[src/design/assert_macros.svh]
// Assertion macros shared by the track association design.
// No dependencies.
`ifndef ASSERT_MACROS_SVH
`define ASSERT_MACROS_SVH
// Implication checked on every rising clock edge outside reset.
`define ASSERT_IMPL(label, clk, rst, ante, cons) \
   label: assert property (@(posedge clk) disable iff (rst) (ante) |-> (cons)) \
      else $error("assertion failed");
// Next-cycle implication checked outside reset.
`define ASSERT_NEXT(label, clk, rst, ante, cons) \
   label: assert property (@(posedge clk) disable iff (rst) (ante) |=> (cons)) \
      else $error("assertion failed");
`endif

[src/design/rta_pkg.sv]
// Shared types and constants for the radar track association table.
// No dependencies.
package rta_pkg;
   localparam int MaxTracksDefault = 16;
   localparam int CoordWidth = 16;
   localparam int LifeWidth = 8;
   localparam int SlotWidth = 4;
   localparam int LiveWidth = 5;
   localparam logic [15:0] DistThreshReset = 16'd256;
   localparam logic [15:0] VelThreshReset = 16'd256;
   localparam logic [7:0] ValidCountReset = 8'd5;

   localparam logic [1:0] CsrDistance = 2'd0;
   localparam logic [1:0] CsrVelocity = 2'd1;
   localparam logic [1:0] CsrValidCount = 2'd2;

   localparam logic [1:0] OutcomeMatch = 2'd0;
   localparam logic [1:0] OutcomeNew = 2'd1;
   localparam logic [1:0] OutcomeDrop = 2'd2;

   // controller -> datapath
   typedef struct packed {
      logic load;        // capture detection, clear scan index
      logic scan_step;   // compare current slot, advance
      logic write_det;   // write detection to selected slot
      logic frame_step;  // age/compact one slot
      logic frame_init;  // start frame walk
      logic frame_fin;   // finish frame walk
   } ctl_type;

   // datapath -> controller
   typedef struct packed {
      logic scan_hit;
      logic scan_end;
      logic frame_end_walk;
   } sts_type;
endpackage

[src/design/rta_ctrl.sv]
// Controller state machine for the track association table.
// Depends on rta_pkg.
module rta_ctrl
   import rta_pkg::*;
(
   input  logic    clock,
   input  logic    reset,
   input  logic    in_valid,
   output logic    in_ready,
   input  logic    frame_end,
   input  logic    out_busy,
   output logic    out_load,
   input  sts_type sts,
   output ctl_type ctl
);
   typedef enum logic [2:0] {IDLE, SCAN, WRITE, FINIT, FWALK, FFIN, DONE} state_type;
   state_type state_ff, state_in;
   logic fe_ff, fe_in;

   assign in_ready = (state_ff == IDLE);

   always_comb begin
      state_in = state_ff;
      fe_in = fe_ff;
      ctl = '0;
      out_load = 1'b0;
      unique case (state_ff)
         IDLE: begin
            if (in_valid) begin
               ctl.load = 1'b1;
               fe_in = frame_end;
               state_in = SCAN;
            end
         end
         SCAN: begin
            if (sts.scan_hit || sts.scan_end) begin
               state_in = WRITE;
            end else begin
               ctl.scan_step = 1'b1;
            end
         end
         WRITE: begin
            ctl.write_det = 1'b1;
            state_in = fe_ff ? FINIT : DONE;
         end
         FINIT: begin
            ctl.frame_init = 1'b1;
            state_in = FWALK;
         end
         FWALK: begin
            if (sts.frame_end_walk) begin
               state_in = FFIN;
            end else begin
               ctl.frame_step = 1'b1;
            end
         end
         FFIN: begin
            ctl.frame_fin = 1'b1;
            state_in = DONE;
         end
         DONE: begin
            if (!out_busy) begin
               out_load = 1'b1;
               state_in = IDLE;
            end
         end
         default: state_in = IDLE;
      endcase
   end

   always_ff @(posedge clock) begin
      if (reset) begin
         state_ff <= IDLE;
         fe_ff <= 1'b0;
      end else begin
         state_ff <= state_in;
         fe_ff <= fe_in;
      end
   end
endmodule

[config.mk]
export PLATFORM = sky130hd
export DESIGN_NAME = rta_ctrl
export DESIGN_NICKNAME = d
export VERILOG_FILES = /design/src/design/assert_macros.svh /design/src/design/rta_pkg.sv /design/src/design/rta_ctrl.sv
export SDC_FILE = /design/constraint.sdc
export NUM_CORES = 1
export LEC_CHECK = 0
export BUFFER_PORTS_ARGS = -buffer_cell sky130_fd_sc_hd__buf_4
export CAP_MARGIN = 10
export CORE_AREA = 2 2 39 41
export DETAILED_ROUTE_END_ITERATION = 8
export DIE_AREA = 0 0 41 43
export GPL_TIMING_DRIVEN = 0
export PLACE_DENSITY = 0.5
export SYNTH_ARGS = -nofsm -noshare
export SYNTH_HDL_FRONTEND = slang
export SYNTH_SLANG_ARGS = --single-unit
[constraint.sdc]
create_clock -name clock -period 1.5 [get_ports clock]
set_clock_uncertainty 0.2 [all_clocks]
set_input_delay 0.3 -clock clock [delete_from_list [all_inputs] [get_ports clock]]
set_output_delay 0.3 -clock clock [all_outputs]
set_load 0.01 [all_outputs]
==> results.json <==
{
  "status": "finished, violations left",
  "failed_checks": "negative setup slack",
  "finalMaxSlewViolations": 0,
  "grt_overflow": 0,
  "route.vias.total": 336,
  "first_global_vias": 298,
  "min_path_cells": 2,
  "timing.rr.start": "state_ff[1]",
  "final_nets": 64,
  "slew_headroom_pct": 82.1,
  "hp-class": "input pin to register",
  "syn_inst": 32,
  "rsz0062_at_grt": "yes",
  "grt_start_max_net_pins": 11,
  "fin_hold_ws_ns": 0.0436,
  "hold_viol_final": 0,
  "multi_input_area_um2": 215,
  "power.density_mw_per_mm2": 870,
  "rows": 14,
  "syn_area_um2": 290,
  "design.core.area_mm2": 0.00138,
  "io_pins": 16,
  "insertedDiodeCount": 0,
  "synth-seq-area-share_pct": 27.6,
  "crit_type": "register to output port",
  "dp_slack_ns": -0.0215,
  "clkTransAtPathRegs_ns": 0.04,
  "cap_violations": 0,
  "rrSetupSlack_ns": 0.10,
  "dp_hpwl_um": 545,
  "synthDistinctLibCells": 21,
  "dp_cells": 63,
  "combPwrFrac_pct": 41.1,
  "crit_required_ns": 1.00,
  "initialDrtViolationCount": 2,
  "h-tree-depth": 1,
  "root_buffer": "clkbuf_4",
  "postRouteAntennaNets": 0,
  "switchingPower_w": 0.000151,
  "avgRoutedWirePerCell_um": 12.5,
  "cp.arrival_ns": 1.13,
  "fillerInstances": 153,
  "io_buffers": 15,
  "clock-sinks": 4,
  "die_area_mm2": 0.00176,
  "grt_pass1_wl_mm": 1.30,
  "power.internal_w": 0.000325,
  "seqPwrFrac_pct": 29.6,
  "synth_top_area_share_pct": 27.6,
  "initial_utilization_pct": 21.0,
  "hp-start": "reset",
  "power.leakage_nw": 0.240,
  "fmax_mhz": 615,
  "clk_latency_ns": 0.24,
  "die_w_um": 41,
  "antenna_found_initial": 0,
  "yosys_register_bits": 4,
  "drc": 0,
  "ir_worst_vdd_mv": 0.305,
  "cp_max_fo": 10,
  "reg2reg_to": "state_ff[0]",
  "cts_tree": "yes",
  "worst_pin_slew_ns": 0.264,
  "regArea_um2": 88.8,
  "drive_above_1_share_pct": 64.8,
  "p_sw_share_pct": 31.8,
  "endpoint_kind": "output port",
  "yosysTopAreaCell": "dfxtp_1",
  "wirelength_um": 877,
  "yosysWarnings": 0,
  "yosys-top-cells-area": "dfxtp_1 (28%), nor4b_4 (8.2%), mux2i_1 (6.9%)",
  "setup_viol": 8,
  "gp_congestion": 0.687,
  "fin_crit_sh_pct": 108,
  "pwr-share-clk_pct": 29.3,
  "syn_avg_cell_area_um2": 9.07,
  "drtPass1Iterations": 4,
  "cts_buffers": 3,
  "min_to": "state_ff[2]",
  "fin_util_pct": 39.6,
  "cp-start-kind": "register",
  "area_growth_pct": 88.8,
  "grt_use_total_pct": 11.8,
  "syn_nets": 40,
  "fin_ws_ns": -0.127,
  "clk_path_buf_depth": 2,
  "viasPerCell": 4.80,
  "min_period_ns": 1.63,
  "finalInstanceArea_um2": 548,
  "r2r_cells": 5,
  "instances_no_fill": 70,
  "dpl_cell_area_um2": 429,
  "die_y_um": 43
}
## cell usage after synthesis (all sizes together)
cell type / count
nor4bb: 1
mux2i: 2
nand2b: 2
nor2: 1
nor3: 3
nor4: 1
o311ai: 1
o31a: 1
and4bb: 1
a311oi: 1
a211o: 1
a21oi: 2
inv: 3
and2: 1
nor4b: 2
and3: 1
nor3b: 1
dfxtp: 4
buf: 3
## state kept, by name (all words and copies together) (netlist names)
signal / count
fe_ff: 1
state_ff: 3
## critical path, stage by stage, from the launching register on
cell and delay, ns:
dfxtp_4 0.36, buf_8 0.14, nor4b_4 0.23, buf_4 0.15
## worst max-delay path by stage
stage | startpoint | endpoint | slack (ns) | depth (start not counted)
final | state_ff[0] | ctl[2] | -0.13 | 3
after global routing | state_ff[0] | ctl[2] | -0.17 | 3
after CTS | state_ff[2] | ctl[4] | -0.16 | 3
after detailed placement | state_ff[0] | out_load | -0.02 | 3
after global placement | state_ff[2] | ctl[2] | -0.04 | 3
after floorplan | state_ff[0] | ctl[1] | 0.08 | 2
## metrics by stage
| step | setup TNS [ns] | total power [W] |
|---|---|---|
| global route | -1.13 | 0.000514 |
| detailed placement | -0.0477 | 0.000284 |
| floorplan | 0 | 0.000225 |
| finish | -0.716 | 0.000477 |
| global placement | -0.0688 | 0.000285 |
| CTS | -0.961 | 0.000454 |
## logic make-up after synthesis
family,after synthesis,share of synthesized area (%)
AOI/OAI and AO/OA,6,15.5
buffers and inverters,6,11.2
DFF,4,27.6
muxes,2,6.90
and+or+nand+nor,14,38.8
## placed cells by master (no fill, tap or decap)
master,n
a211o_1,1
a21oi_1,2
a311oi_1,1
and2_4,1
and3_1,1
and4bb_2,1
buf_2,1
buf_4,16
buf_6,4
buf_8,1
clkbuf_4,3
dfxtp_1,1
dfxtp_2,1
dfxtp_4,2
inv_1,2
inv_6,1
mux2i_1,2
nand2b_1,2
nor2_1,1
nor3_1,3
nor3b_2,1
nor4_4,1
nor4b_4,2
nor4bb_1,1
o311ai_1,1
o31a_1,1
## area by class of cell
type / count / area share, %
Multi-Input combinational cell: 22 / 39.3
Timing Repair Buffer: 19 / 26.9
Sequential cell: 4 / 16.2
Buffer: 3 / 6.85
Clock buffer: 3 / 4.11
Tap cell: 16 / 3.65
Inverter: 3 / 2.97
## power by group through the flow
stage / clock [W] / sequential (W) / combinational, W
6_report: 0.000140 / 0.000141 / 0.000196
2_1_floorplan: 0 / 0.000131 / 0.0000933
3_5_place_dp: 0 / 0.000134 / 0.000150
5_1_grt: 0.000158 / 0.000143 / 0.000213
3_3_place_gp: 0 / 0.000135 / 0.000150
4_1_cts: 0.000148 / 0.000136 / 0.000170
## repair_timing
action | 4_1_cts | 5_1_grt
hold buffers | 0 | 0
endpoints found under the setup margin | 8 | 8
gates cloned | 1 | 1
setup buffers | 2 | 0
pin swaps | 3 | 4
gates resized for setup | 8 | 13
## per-layer routing
layer | vias up | wire, um | global-route usage, %
met3 | 2 | 46 | 4.71
met5 | - | 0 | 0
met4 | 0 | 14 | 12.0
li1 | 168 | - | -
met1 | 155 | 349 | 13.8
met2 | 11 | 467 | 15.0
(Power assumes the default switching activity.)
